==> src/design/pkpe_pkg.sv <==
package pkpe_pkg;

  localparam int unsigned NUM_ITEMS = 5;
  localparam logic [2:0] ITEM_LAST = 3'(NUM_ITEMS - 1);

  // Parameter item codes, shared by the selection and the set commands
  localparam logic [2:0] ITEM_CURRENT = 3'd0;
  localparam logic [2:0] ITEM_TRIGGER = 3'd1;
  localparam logic [2:0] ITEM_GAS     = 3'd2;
  localparam logic [2:0] ITEM_ARC     = 3'd3;
  localparam logic [2:0] ITEM_WORK    = 3'd4;

  localparam logic [1:0] WORK_MESH  = 2'd1;
  localparam logic [1:0] WORK_CLEAN = 2'd2;

  localparam logic [3:0] TIME_LO = 4'd3;
  localparam logic [3:0] TIME_HI = 4'd15;

  localparam logic [13:0] RD_TITLE       = 14'h0001;
  localparam logic [13:0] RD_MAIN        = 14'h0002;
  localparam logic [13:0] RD_MAIN_DIGITS = 14'h0004;
  localparam logic [13:0] RD_ROW0        = 14'h0010;
  localparam logic [13:0] RD_VAL0        = 14'h0200;

  localparam int unsigned MAX_CMDS = 4;

  typedef enum logic [2:0] {
    REG_CURRENT_MIN           = 3'd0,
    REG_CURRENT_MAX_HIGH_LINE = 3'd1,
    REG_CURRENT_MAX_LOW_LINE  = 3'd2,
    REG_CURRENT_MAX_LIMITED   = 3'd3,
    REG_LINE_IS_HIGH          = 3'd4,
    REG_DEBOUNCE_LIMIT        = 3'd5,
    REG_REPEAT_START          = 3'd6,
    REG_REPEAT_NEXT           = 3'd7
  } reg_idx_e;

  typedef struct packed {
    logic up_level;
    logic down_level;
    logic left_level;
    logic right_level;
  } in_beat_t;

  typedef struct packed {
    logic [2:0]  selected_item;
    logic [5:0]  current_amps;
    logic        trigger_four_step;
    logic [3:0]  post_gas_seconds;
    logic [3:0]  arc_seconds;
    logic [1:0]  work_kind;
    logic [13:0] redraw_mask;
    logic        cmd_valid;
    logic [2:0]  cmd_code;
    logic [5:0]  cmd_value;
    logic        last;
  } out_beat_t;

  typedef struct packed {
    logic [5:0] cur_min;
    logic [5:0] max_hi;
    logic [5:0] max_lo;
    logic [5:0] max_lim;
    logic       line_hi;
    logic [3:0] deb_lim;
    logic [7:0] rep_start;
    logic [7:0] rep_next;
  } cfg_t;

  localparam cfg_t CFG_RESET = '{
    cur_min: 6'd15, max_hi: 6'd55, max_lo: 6'd40, max_lim: 6'd30,
    line_hi: 1'b1, deb_lim: 4'd2, rep_start: 8'd18, rep_next: 8'd4
  };

  typedef struct packed {
    logic [2:0] sel;
    logic [5:0] amps;
    logic       trig;
    logic [3:0] gas;
    logic [3:0] arc;
    logic [1:0] work;
  } prm_t;

  localparam prm_t PRM_RESET = '{
    sel: ITEM_CURRENT, amps: 6'd55, trig: 1'b0, gas: 4'd5, arc: 4'd3, work: 2'd0
  };

  // Accumulated effect of one tick
  typedef struct packed {
    prm_t                          p;
    logic [13:0]                   mask;
    logic [2:0]                    ncmd;
    logic [MAX_CMDS-1:0][2:0]      codes;
    logic [MAX_CMDS-1:0][5:0]      vals;
  } tick_t;

  typedef struct packed {
    logic       held;
    logic [3:0] cnt;
    logic       fire;
  } deb_t;

  function automatic deb_t debounce(logic level, logic held, logic [3:0] cnt,
                                    logic [3:0] limit);
    deb_t r;
    r.held = held;
    r.cnt  = cnt;
    r.fire = 1'b0;
    if (level) begin
      r.held = 1'b0;
      r.cnt  = 4'd0;
    end else if (cnt < limit) begin
      r.cnt = cnt + 4'd1;
    end else if (!held) begin
      r.held = 1'b1;
      r.fire = 1'b1;
    end
    return r;
  endfunction

  function automatic logic [5:0] ceiling(logic [1:0] work, cfg_t c);
    if (work == WORK_MESH || work == WORK_CLEAN) begin
      return c.max_lim;
    end
    return c.line_hi ? c.max_hi : c.max_lo;
  endfunction

  function automatic tick_t value_redraw(tick_t t, logic [2:0] item);
    tick_t r;
    r = t;
    r.mask = r.mask | (RD_VAL0 << item);
    if (r.p.sel == item) begin
      r.mask = r.mask | ((item == ITEM_WORK) ? RD_MAIN : RD_MAIN_DIGITS);
    end
    return r;
  endfunction

  function automatic tick_t issue(tick_t t, logic [2:0] code, logic [5:0] val);
    tick_t r;
    r = t;
    if (r.ncmd < 3'(MAX_CMDS)) begin
      r.codes[r.ncmd[1:0]] = code;
      r.vals[r.ncmd[1:0]]  = val;
      r.ncmd = r.ncmd + 3'd1;
    end
    return r;
  endfunction

  function automatic tick_t move_sel(tick_t t, logic fwd);
    tick_t      r;
    logic [2:0] old;
    r   = t;
    old = t.p.sel;
    if (fwd) begin
      r.p.sel = (old >= ITEM_LAST) ? ITEM_CURRENT : old + 3'd1;
    end else begin
      r.p.sel = (old == ITEM_CURRENT) ? ITEM_LAST : old - 3'd1;
    end
    r.mask = r.mask | RD_TITLE | RD_MAIN | (RD_ROW0 << old) | (RD_ROW0 << r.p.sel);
    return r;
  endfunction

  function automatic tick_t adjust(tick_t t, logic up, cfg_t c);
    tick_t      r;
    logic [5:0] ceil_v;
    r = t;
    case (t.p.sel)
      ITEM_CURRENT: begin
        ceil_v = ceiling(r.p.work, c);
        if (up && r.p.amps < ceil_v) begin
          r.p.amps = r.p.amps + 6'd1;
          r = value_redraw(r, ITEM_CURRENT);
          r = issue(r, ITEM_CURRENT, r.p.amps);
        end else if (!up && r.p.amps > c.cur_min) begin
          r.p.amps = r.p.amps - 6'd1;
          r = value_redraw(r, ITEM_CURRENT);
          r = issue(r, ITEM_CURRENT, r.p.amps);
        end
      end
      ITEM_TRIGGER: begin
        r.p.trig = ~r.p.trig;
        r = value_redraw(r, ITEM_TRIGGER);
        r = issue(r, ITEM_TRIGGER, {5'd0, r.p.trig});
      end
      ITEM_GAS: begin
        if ((up && r.p.gas < TIME_HI) || (!up && r.p.gas > TIME_LO)) begin
          r.p.gas = up ? r.p.gas + 4'd1 : r.p.gas - 4'd1;
          r = value_redraw(r, ITEM_GAS);
          r = issue(r, ITEM_GAS, {2'd0, r.p.gas});
        end
      end
      ITEM_ARC: begin
        if ((up && r.p.arc < TIME_HI) || (!up && r.p.arc > TIME_LO)) begin
          r.p.arc = up ? r.p.arc + 4'd1 : r.p.arc - 4'd1;
          r = value_redraw(r, ITEM_ARC);
          r = issue(r, ITEM_ARC, {2'd0, r.p.arc});
        end
      end
      default: begin
        r.p.work = up ? r.p.work + 2'd1 : r.p.work - 2'd1;
        ceil_v   = ceiling(r.p.work, c);
        if (r.p.amps > ceil_v) begin
          r.p.amps = ceil_v;
          r = value_redraw(r, ITEM_CURRENT);
        end
        r = value_redraw(r, ITEM_WORK);
        r = issue(r, ITEM_WORK, {4'd0, r.p.work});
        r = issue(r, ITEM_CURRENT, r.p.amps);
      end
    endcase
    return r;
  endfunction

endpackage

==> src/design/pkpe_in_if.sv <==
interface pkpe_in_if;
  logic               valid;
  logic               ready;
  pkpe_pkg::in_beat_t data;

  modport source (output valid, output data, input ready);
  modport sink (input valid, input data, output ready);
endinterface

==> src/design/pkpe_out_if.sv <==
interface pkpe_out_if;
  logic                valid;
  logic                ready;
  pkpe_pkg::out_beat_t data;

  modport source (output valid, output data, input ready);
  modport sink (input valid, input data, output ready);
endinterface

==> src/design/panel_keypad_parameter_editor_top.sv <==
// Keypad parameter editor: each input beat is one keypad tick carrying four raw
// active-low key levels (up, down, left, right). A tick is captured in an input
// register, evaluated combinationally (debounce, auto-repeat, parameter edit) and
// its results are loaded into a result buffer that drains one output beat per
// cycle while the output is ready. A tick yields one beat when it issues no set
// command, else one beat per command (at most four); every beat carries the final
// parameter values and redraw mask, and the last one has last set. The next tick
// is taken in the cycle the previous tick's last beat leaves, and one more tick
// can wait in the input register meanwhile. An input beat passes through the input
// register and then the result buffer before its first output beat. Configuration
// writes land at once and are meant for idle periods only.
module panel_keypad_parameter_editor_top (
  input  logic               clk_i,
  input  logic               rst_ni,
  pkpe_in_if.sink            in_i,
  pkpe_out_if.source         out_o,
  input  logic               cfg_we_i,
  input  logic [2:0]         cfg_idx_i,
  input  logic [7:0]         cfg_data_i
);

  // Configuration registers
  pkpe_pkg::cfg_t cfg_q;

  always_ff @(posedge clk_i or negedge rst_ni) begin
    if (!rst_ni) begin
      cfg_q <= pkpe_pkg::CFG_RESET;
    end else if (cfg_we_i) begin
      case (pkpe_pkg::reg_idx_e'(cfg_idx_i))
        pkpe_pkg::REG_CURRENT_MIN:           cfg_q.cur_min   <= cfg_data_i[5:0];
        pkpe_pkg::REG_CURRENT_MAX_HIGH_LINE: cfg_q.max_hi    <= cfg_data_i[5:0];
        pkpe_pkg::REG_CURRENT_MAX_LOW_LINE:  cfg_q.max_lo    <= cfg_data_i[5:0];
        pkpe_pkg::REG_CURRENT_MAX_LIMITED:   cfg_q.max_lim   <= cfg_data_i[5:0];
        pkpe_pkg::REG_LINE_IS_HIGH:          cfg_q.line_hi   <= cfg_data_i[0];
        pkpe_pkg::REG_DEBOUNCE_LIMIT:        cfg_q.deb_lim   <= cfg_data_i[3:0];
        pkpe_pkg::REG_REPEAT_START:          cfg_q.rep_start <= cfg_data_i;
        pkpe_pkg::REG_REPEAT_NEXT:           cfg_q.rep_next  <= cfg_data_i;
        default: ;
      endcase
    end
  end

  // Input register and result buffer handshake
  logic               iv_q;
  pkpe_pkg::in_beat_t ilvl_q;
  logic               ob_valid_q;
  logic [1:0]         ob_idx_q;
  logic [1:0]         ob_last_q;
  logic               out_beat;
  logic               out_done;
  logic               load;

  assign out_beat = out_o.valid && out_o.ready;
  assign out_done = out_beat && (ob_idx_q == ob_last_q);
  // Evaluate the held tick once the buffer is empty or emptying this cycle
  assign load     = iv_q && (!ob_valid_q || out_done);
  assign in_i.ready = !iv_q || load;

  always_ff @(posedge clk_i or negedge rst_ni) begin
    if (!rst_ni) begin
      iv_q <= 1'b0;
    end else if (in_i.valid && in_i.ready) begin
      iv_q <= 1'b1;
    end else if (load) begin
      iv_q <= 1'b0;
    end
  end

  always_ff @(posedge clk_i) begin
    if (in_i.valid && in_i.ready) begin
      ilvl_q <= in_i.data;
    end
  end

  // Editor state
  pkpe_pkg::prm_t prm_q;
  logic [3:0]     held_q, held_d;
  logic [3:0]     deb_q [4];
  logic [3:0]     deb_d [4];
  logic [7:0]     rep_q [2];
  logic [7:0]     rep_d [2];
  pkpe_pkg::tick_t tick;

  // One tick: up, down, left, right in that order, each seeing the ones before
  always_comb begin
    pkpe_pkg::deb_t dr;
    logic           lvl;
    logic           released;
    tick        = '0;
    tick.p      = prm_q;
    held_d      = held_q;
    deb_d       = deb_q;
    rep_d       = rep_q;

    dr = pkpe_pkg::debounce(ilvl_q.up_level, held_q[0], deb_q[0], cfg_q.deb_lim);
    held_d[0] = dr.held;
    deb_d[0]  = dr.cnt;
    if (dr.fire) begin
      tick = pkpe_pkg::move_sel(tick, 1'b0);
    end

    dr = pkpe_pkg::debounce(ilvl_q.down_level, held_q[1], deb_q[1], cfg_q.deb_lim);
    held_d[1] = dr.held;
    deb_d[1]  = dr.cnt;
    if (dr.fire) begin
      tick = pkpe_pkg::move_sel(tick, 1'b1);
    end

    // Left decreases, right increases; both auto-repeat while held
    for (int r = 0; r < 2; r++) begin
      lvl      = (r == 0) ? ilvl_q.left_level : ilvl_q.right_level;
      released = lvl;
      if (released) begin
        rep_d[r] = 8'd0;
      end
      dr = pkpe_pkg::debounce(lvl, held_q[r+2], deb_q[r+2], cfg_q.deb_lim);
      held_d[r+2] = dr.held;
      deb_d[r+2]  = dr.cnt;
      if (dr.fire) begin
        rep_d[r] = cfg_q.rep_start;
        tick = pkpe_pkg::adjust(tick, r == 1, cfg_q);
      end else if (!released && held_q[r+2]) begin
        if (rep_d[r] != 8'd0) begin
          rep_d[r] = rep_d[r] - 8'd1;
        end else begin
          rep_d[r] = cfg_q.rep_next;
          tick = pkpe_pkg::adjust(tick, r == 1, cfg_q);
        end
      end
    end
  end

  // Commit state only when the tick's results go into the buffer
  always_ff @(posedge clk_i or negedge rst_ni) begin
    if (!rst_ni) begin
      prm_q  <= pkpe_pkg::PRM_RESET;
      held_q <= '0;
      deb_q  <= '{default: '0};
      rep_q  <= '{default: '0};
    end else if (load) begin
      prm_q  <= tick.p;
      held_q <= held_d;
      deb_q  <= deb_d;
      rep_q  <= rep_d;
    end
  end

  // Result buffer
  pkpe_pkg::prm_t            ob_prm_q;
  logic [13:0]               ob_mask_q;
  logic                      ob_has_cmd_q;
  logic [pkpe_pkg::MAX_CMDS-1:0][2:0] ob_codes_q;
  logic [pkpe_pkg::MAX_CMDS-1:0][5:0] ob_vals_q;
  logic [2:0]                ncmd_m1;

  assign ncmd_m1 = tick.ncmd - 3'd1;

  always_ff @(posedge clk_i or negedge rst_ni) begin
    if (!rst_ni) begin
      ob_valid_q <= 1'b0;
      ob_idx_q   <= 2'd0;
    end else if (load) begin
      ob_valid_q <= 1'b1;
      ob_idx_q   <= 2'd0;
    end else if (out_done) begin
      ob_valid_q <= 1'b0;
    end else if (out_beat) begin
      ob_idx_q <= ob_idx_q + 2'd1;
    end
  end

  always_ff @(posedge clk_i) begin
    if (load) begin
      ob_prm_q     <= tick.p;
      ob_mask_q    <= tick.mask;
      ob_has_cmd_q <= tick.ncmd != 3'd0;
      ob_last_q    <= (tick.ncmd == 3'd0) ? 2'd0 : ncmd_m1[1:0];
      ob_codes_q   <= tick.codes;
      ob_vals_q    <= tick.vals;
    end
  end

  assign out_o.valid = ob_valid_q;

  always_comb begin
    out_o.data.selected_item     = ob_prm_q.sel;
    out_o.data.current_amps      = ob_prm_q.amps;
    out_o.data.trigger_four_step = ob_prm_q.trig;
    out_o.data.post_gas_seconds  = ob_prm_q.gas;
    out_o.data.arc_seconds       = ob_prm_q.arc;
    out_o.data.work_kind         = ob_prm_q.work;
    out_o.data.redraw_mask       = ob_mask_q;
    out_o.data.cmd_valid         = ob_has_cmd_q;
    out_o.data.cmd_code          = ob_has_cmd_q ? ob_codes_q[ob_idx_q] : 3'd0;
    out_o.data.cmd_value         = ob_has_cmd_q ? ob_vals_q[ob_idx_q] : 6'd0;
    out_o.data.last              = ob_idx_q == ob_last_q;
  end

endmodule
==> src/flat_wrapper.sv <==
// flat-port wrapper written by rule: the top's interface ports become plain ports
module panel_keypad_parameter_editor_top_flat 
  (clk_i, rst_ni, cfg_we_i, cfg_idx_i, cfg_data_i, in_i_valid, in_i_data, in_i_ready, out_o_valid, out_o_data, out_o_ready);
  pkpe_in_if in_i_i ();
  pkpe_out_if out_o_i ();
  input  logic clk_i;
  input  logic rst_ni;
  input  logic cfg_we_i;
  input  logic [2:0] cfg_idx_i;
  input  logic [7:0] cfg_data_i;
  input wire logic [$bits(in_i_i.valid)-1:0] in_i_valid;
  input wire logic [$bits(in_i_i.data)-1:0] in_i_data;
  output wire logic [$bits(in_i_i.ready)-1:0] in_i_ready;
  output wire logic [$bits(out_o_i.valid)-1:0] out_o_valid;
  output wire logic [$bits(out_o_i.data)-1:0] out_o_data;
  input wire logic [$bits(out_o_i.ready)-1:0] out_o_ready;
  assign in_i_i.valid = in_i_valid;
  assign in_i_i.data = in_i_data;
  assign in_i_ready = in_i_i.ready;
  assign out_o_valid = out_o_i.valid;
  assign out_o_data = out_o_i.data;
  assign out_o_i.ready = out_o_ready;
  panel_keypad_parameter_editor_top u_core (.clk_i(clk_i), .rst_ni(rst_ni), .in_i(in_i_i), .out_o(out_o_i), .cfg_we_i(cfg_we_i), .cfg_idx_i(cfg_idx_i), .cfg_data_i(cfg_data_i));
endmodule
==> config.mk <==
export PLATFORM = sky130hd
export DESIGN_NAME = panel_keypad_parameter_editor_top_flat
export DESIGN_NICKNAME = d
export VERILOG_FILES = /design/src/design/pkpe_pkg.sv /design/src/design/pkpe_in_if.sv /design/src/design/pkpe_out_if.sv /design/src/design/panel_keypad_parameter_editor_top.sv /design/src/flat_wrapper.sv
export SDC_FILE = /design/constraint.sdc
export NUM_CORES = 1
export LEC_CHECK = 0
export CORE_ASPECT_RATIO = 2
export CORE_UTILIZATION = 55
export CTS_CLUSTER_SIZE = 24
export DETAILED_ROUTE_END_ITERATION = 7
export DONT_BUFFER_PORTS = 1
export PLACE_DENSITY = 0.77
export SLEW_MARGIN = 20
export SYNTH_ARGS = -nofsm -noshare
export SYNTH_HDL_FRONTEND = slang
export SYNTH_SLANG_ARGS = --single-unit
==> constraint.sdc <==
create_clock -name clk_i -period 12.2 [get_ports clk_i]
set_input_delay 2.44 -clock clk_i [delete_from_list [all_inputs] [get_ports clk_i]]
set_output_delay 2.44 -clock clk_i [all_outputs]
set_load 0.01 [all_outputs]
* After elaboration in Yosys (flattened, before gate mapping)
Cells that the tools add are included.
W data, S select, Z words.
** Cells by class
- $add $sub $neg :: 28
- Magnitude comparators :: 47
- Equal/unequal tests :: 29
- Shift operators :: 4
- Multiplexer cells :: 218
- Bitwise logic cells :: 47
- Reduce and logical (&&, ||, !) cells :: 59
** Operators with widths (count)
- $mux W73 :: 20
- $pmux W73 S4 :: 4
- $mux W39 :: 28
- $mux W70 :: 7
- $bwmux W24 :: 16
- $mux W6 :: 40
- $mux W63 :: 2
- $demux W6 S2 :: 10
- $mux W59 :: 2
- $and A12 B12 Y12 :: 6
- $not A12 Y12 :: 6
- $and A8 B8 Y8 :: 8
- $mux W8 :: 8
- $not A8 Y8 :: 8
- $demux W3 S2 :: 10
- $shl A5 B3 Y14 const A :: 4
- $mux W3 :: 16
- $or A14 B14 Y14 :: 3
- $mux W1 :: 38
- $reduce_and A2 Y1 :: 17
- $add A3 B1 Y3 const B :: 11
- $lt A2 B3 Y1 const B :: 11
- $or A4 B4 Y4 :: 8
- $gt A6 B6 Y1 :: 5
- 40 further kinds :: 144
** Word-level totals
- Register bits after elaboration :: 182
- Bits of input ports :: 20
- Output and inout port bits :: 47
- Logic and storage cells :: 480

* Longest topological paths before layout
- Word-level depth :: 96
- Depth in mapped cells :: 34
- Depth with buffers taken out :: 31

* Worst setup path before layout
Ideal clock, no wire load.
- Kind :: reg-to-reg
- Start point :: register u_core.cfg_q[17] in the netlist's numbering
- End point :: register u_core.ob_last_q[0] (data pin)
- Setup time :: 0.273 ns
- Arrival :: 6.059 ns
- Path slack :: 5.868 ns
- Cell stages (with the launch flop) :: 33
- Path buffers :: 1
- Cells stage by stage :: dfstp_2 -> inv_1 -> ha_1 -> o211ai_2 -> o21ai_2 -> nand2_1 -> clkbuf_1 -> nand2_1 -> o21a_1 -> inv_1 -> ha_1 -> ha_1 -> nor2_1 -> nand3_1 -> o21ai_4 -> nor2_4 -> inv_2 -> nand2_1 -> xor2_1 -> mux2i_1 -> ha_1 -> a41oi_1 -> o21a_1 -> o2111ai_1 -> o21ai_0 -> nand2b_1 -> ha_1 -> a221oi_1 -> a21oi_1 -> a21oi_1 -> ha_1 -> o221a_2 -> a211oi_1
** Between the ends
- Longest elaborated chain between the ends :: 32
** Ends and longest elaborated chain
- start: declaration :: line panel_keypad_parameter_editor_top.sv:23 : pkpe_pkg::cfg_t cfg_q;
- start signal: assignment :: line panel_keypad_parameter_editor_top.sv:27 : cfg_q <= pkpe_pkg::CFG_RESET;
- parallel branches: the longest is 30 deep, another holds $lt A4 B4 Y1
- $mux W73 (*) :: line panel_keypad_parameter_editor_top.sv:119 : if (dr.fire) begin
- $sub A2 B1 Y2 (*) :: line panel_keypad_parameter_editor_top.sv:156 : assign ncmd_m1 = tick.ncmd - 3'd1;
- named net u_core.ncmd_m1[0] :: line panel_keypad_parameter_editor_top.sv:154 : logic [2:0] ncmd_m1;
- end signal: assignment :: line panel_keypad_parameter_editor_top.sv:177 : ob_last_q <= (tick.ncmd == 3'd0) ? 2'd0 : ncmd_m1[1:0];
- end: declaration :: line panel_keypad_parameter_editor_top.sv:48 : logic [1:0] ob_last_q;
Mark *: on every way through the listed nets, which the timed path passes. The select of a mux whose other input is x is not followed.
A chain may end at the register's enable or synchronous reset.

* Worst setup path after layout
Ends and elaborated chain as after synthesis.

==> summary.md <==
| Metric | Value |
|---|---|
| Status | `completed` |
| P per Cell Area | `roughly 330 nW/um^2` |
| Reg2reg setup slack | `4.15 ns` |
| Routed Antenna Nets | `0` |
| R2R Path Start | `u_core.cfg_q[17]$_DFFE_PN1P_` |
| First-iteration detailed-routing DRC count | `between 800 and 900` |
| First-pass GRT wire length | `roughly 58 mm` |
| Iteration count of the initial detailed-routing pass | `5` |
| Library cells used by synthesis | `106` |
| Fin area | `13,300 um^2` |
| All-Layer GR Usage | `between 30% and 40%` |
| Sequential area share after synthesis | `~40%` |
| Layout cells sized above 1 | `between 10 and 15%` |
| Worst-path maximum fanout | `39` |
| Num CTS Buffers | `17` |
| # hold bufs at CTS | `0` |
| Root Driver | `clkbuf_16` |
| Area of the core | `22,500 um^2` |
| Worst hold path stage count | `1` |
| Most frequent cell on the critical path | `ha_1` |
| Largest net degree at the start of global routing | `about 110` |
| Drt drc | `0` |
| Detail Placement HPWL | `~28 mm` |
| RSZ-0062 raised after global routing | `false` |
| Post-CTS Setup Repair Bufs | `0` |
| Rows | `slightly below 80` |
| Non-Filler Instances | `1,610` |
| Fmax | `between 0.1 and 0.15 GHz` |
| Clock latency on the worst-skew pair | `around 0.47 ns` |
| Initial Util | `55.8%` |
| Worst Hold End | `u_core.cfg_q[28]$_DFFE_PN0P_` |
| Slowest CP cell | `dfstp_2` |
| PostCTS Resize Cnt | `0` |
| Synthesis Warnings | `0` |
| Syn Inst Count | `approximately 1,400` |
| Die height | `216 um` |
| Crit path kind | `register to register` |
| TNS Setup | `0 ns` |
| Final hold violation count | `0` |
| Inserted Diodes | `0` |
| Layout-stage area growth over the synthesis result | `6.04%` |
| Crit share post-route | `roughly two thirds` |
| Grt ovf | `0` |
| Avg WL per Cell | `23.2 um` |
| Finished Core Util | `a little under 60%` |
| H-tree levels | `4` |
| Bufs on Longest Clock Path | `2` |
| Die Wd | `109 um` |
| Worst Path Required | `~12 ns` |
| CTS tree | `yes` |
| Fin crit period | `8.05 ns` |
| Yosys top cell by area | `edfxtp_1` |
| Top-area cell type share of the netlist area | `~18%` |
| Final slew viol count | `0` |
| Top cells by area, synth | `edfxtp_1, dfrtp_1, ha_1, dfstp_2, mux2_2` |
| VDD IR-drop max | `between 0.2 and 0.25 mV` |
| Post-synth top flop | `edfxtp_1` |
| Final Setup Violations | `0` |
| HP Class | `register to register` |
| Vias/cell | `6.72` |
| Critical Path AT | `just over 8 ns` |
| Die area | `23,500 um^2` |
| I/O pin total | `67` |
| Clock sink count | `181` |
| Placed instance count | `about 1,600` |
| Number of buffers added on ports | `0` |
| Avg Cell Area, Syn | `9.27 um^2` |
| Setup Skew | `between 0.01 and 0.015 ns` |
| Routed vias | `between 10,000 and 15,000` |
| Placed Instance Area | `roughly 13,000 um^2` |
| Cell Area, Synth | `12,600 um^2` |
| Most common cell in the synthesized netlist | `nand2_1` |
| Worst-margin pin slew | `1.02 ns` |
| Vias in the first global route | `approximately 11,000` |
| Largest stage delay, worst path | `between 0.5 and 0.6 ns` |
| Commonest cells in the netlist | `nand2_1, nor2_1, o21ai_0, a21oi_1` |
| Crit end category | `register` |
| Reg2reg path depth | `32` |
| Routability Congestion | `roughly 1` |
| Post-synth ARST share | `roughly three fifths` |
| P_leak | `a little over 5 nW` |
| WL final | `37.4 mm` |
| Syn_nets | `~1,400` |
| Post-synth EDFFs | `76` |
| FF+latch count, synth | `approximately 180` |
| Hold_sp | `u_core.cfg_q[28]$_DFFE_PN0P_` |
| Clock-pin slew on the worst setup and hold paths | `approximately 0.07 ns` |
| Nets | `around 1,400` |
| Startpoint Class | `register` |
| Critical R2R Capture | `u_core.ob_last_q[0]$_SDFFCE_PN0P_` |
| Max Cap Viol | `0` |
| Slew HR | `32.1%` |
| Initial antenna violation count | `0` |
==> routing by layer <==
metal	wire, um	vias up	GRT usage, %
li1	-	4959	-
met1	12100	5215	31.6
met2	19800	473	59.4
met3	1890	177	6.31
met4	3570	0	28.4
met5	0	-	0
==> how the worst max path moves through the flow <==
| stage | start | cells after the start | endpoint |
|---|---|---|---|
| 2_1_floorplan | u_core.cfg_q[17]$_DFFE_PN1P_ | 32 | u_core.ob_last_q[0]$_SDFFCE_PN0P_ |
| 6_report | u_core.cfg_q[17]$_DFFE_PN1P_ | 32 | u_core.ob_last_q[0]$_SDFFCE_PN0P_ |
| 3_3_place_gp | u_core.cfg_q[17]$_DFFE_PN1P_ | 32 | u_core.ob_last_q[0]$_SDFFCE_PN0P_ |
| 3_5_place_dp | u_core.cfg_q[17]$_DFFE_PN1P_ | 32 | u_core.ob_last_q[0]$_SDFFCE_PN0P_ |
| 4_1_cts | u_core.cfg_q[17]$_DFFE_PN1P_ | 32 | u_core.ob_last_q[0]$_SDFFCE_PN0P_ |
| 5_1_grt | u_core.cfg_q[17]$_DFFE_PN1P_ | 32 | u_core.ob_last_q[0]$_SDFFCE_PN0P_ |
==> cell usage in the layout, fill, tap and decap left out, types with 11 or more instances in the layout <==
cell type | synthesis | routed
a211oi_1 | 13 | 13
a21oi_1 | 83 | 83
a221oi_1 | 11 | 11
and2_1 | 14 | 14
and3_1 | 12 | 12
buf_4 | 3 | 12
clkbuf_16 | 0 | 19
dfrtp_1 | 76 | 76
dfstp_2 | 29 | 29
edfxtp_1 | 76 | 76
ha_1 | 65 | 65
inv_1 | 54 | 54
mux2_2 | 60 | 60
mux2i_1 | 28 | 28
nand2_1 | 139 | 139
nand2b_1 | 30 | 29
nand3_1 | 35 | 35
nand4_1 | 15 | 15
nor2_1 | 129 | 129
nor2b_1 | 13 | 13
nor3_1 | 42 | 42
o211ai_1 | 19 | 19
o21a_1 | 13 | 13
o21ai_0 | 95 | 95
o22ai_1 | 16 | 16
xnor2_1 | 17 | 17
==> per-stage QoR <==
step	total power [mW]	setup WS, ns	hold slack, ns
floorplan	3.08	5.87	0.475
CTS	4.37	4.28	0.507
global placement	3.74	4.53	0.486
finish	4.42	4.15	0.507
global route	4.71	3.61	0.523
detailed placement	3.79	4.33	0.492
==> registers in the layout, summed over array words and instances, names as in the netlist, 2 cells and up <==
signal             cells
u_core.cfg_q          45
u_core.deb_q          16
u_core.held_q          4
u_core.ilvl_q          4
u_core.ob_codes_q     12
u_core.ob_idx_q        2
u_core.ob_last_q       2
u_core.ob_mask_q      13
u_core.ob_vals_q      24
u_core.out_o.data     20
u_core.prm_q          20
u_core.rep_q          16
==> cell type report <==
class                   count  area, um^2
fillers                  1938        9200
well taps                 280         350
repair buffers             12        90.1
flip-flops and latches    181        4950
clock buffers              19         475
multi-input cells        1044        7120
inverters                  61         231
clock inverters            13         131
==> power breakdown <==
| group | leakage [nW] | switching, mW | internal, mW |
|---|---|---|---|
| Clock | 0.299 | 0.257 | 0.311 |
| Sequential | 1.93 | 0.260 | 0.949 |
| Combinational | 2.94 | 1.74 | 0.901 |
| Total | 5.16 | 2.26 | 2.16 |
==> critical path, delay by kind of cell, from the launching register on <==
family | cells | cell delay [ns]
adders and majority gates | 6 | 1.60
buffers and inverters | 5 | 1.18
AOI/OAI and AO/OA | 13 | 2.57
DFF | 1 | 0.53
and+or+nand+nor | 8 | 1.85
==> logic make-up (layout without fill, tap and decap cells) <==
group | after synthesis | after routing | synth area share, %
other cells | 1 | 1 | 0.0298
compound gates | 371 | 371 | 20.0
buf+inv | 132 | 105 | 4.15
flops | 181 | 181 | 39.3
mux | 100 | 100 | 9.60
fa+ha+maj | 65 | 65 | 6.46
xor+xnor | 24 | 24 | 1.67
simple gates | 483 | 483 | 18.8
Power figures use the tool's default switching activity.
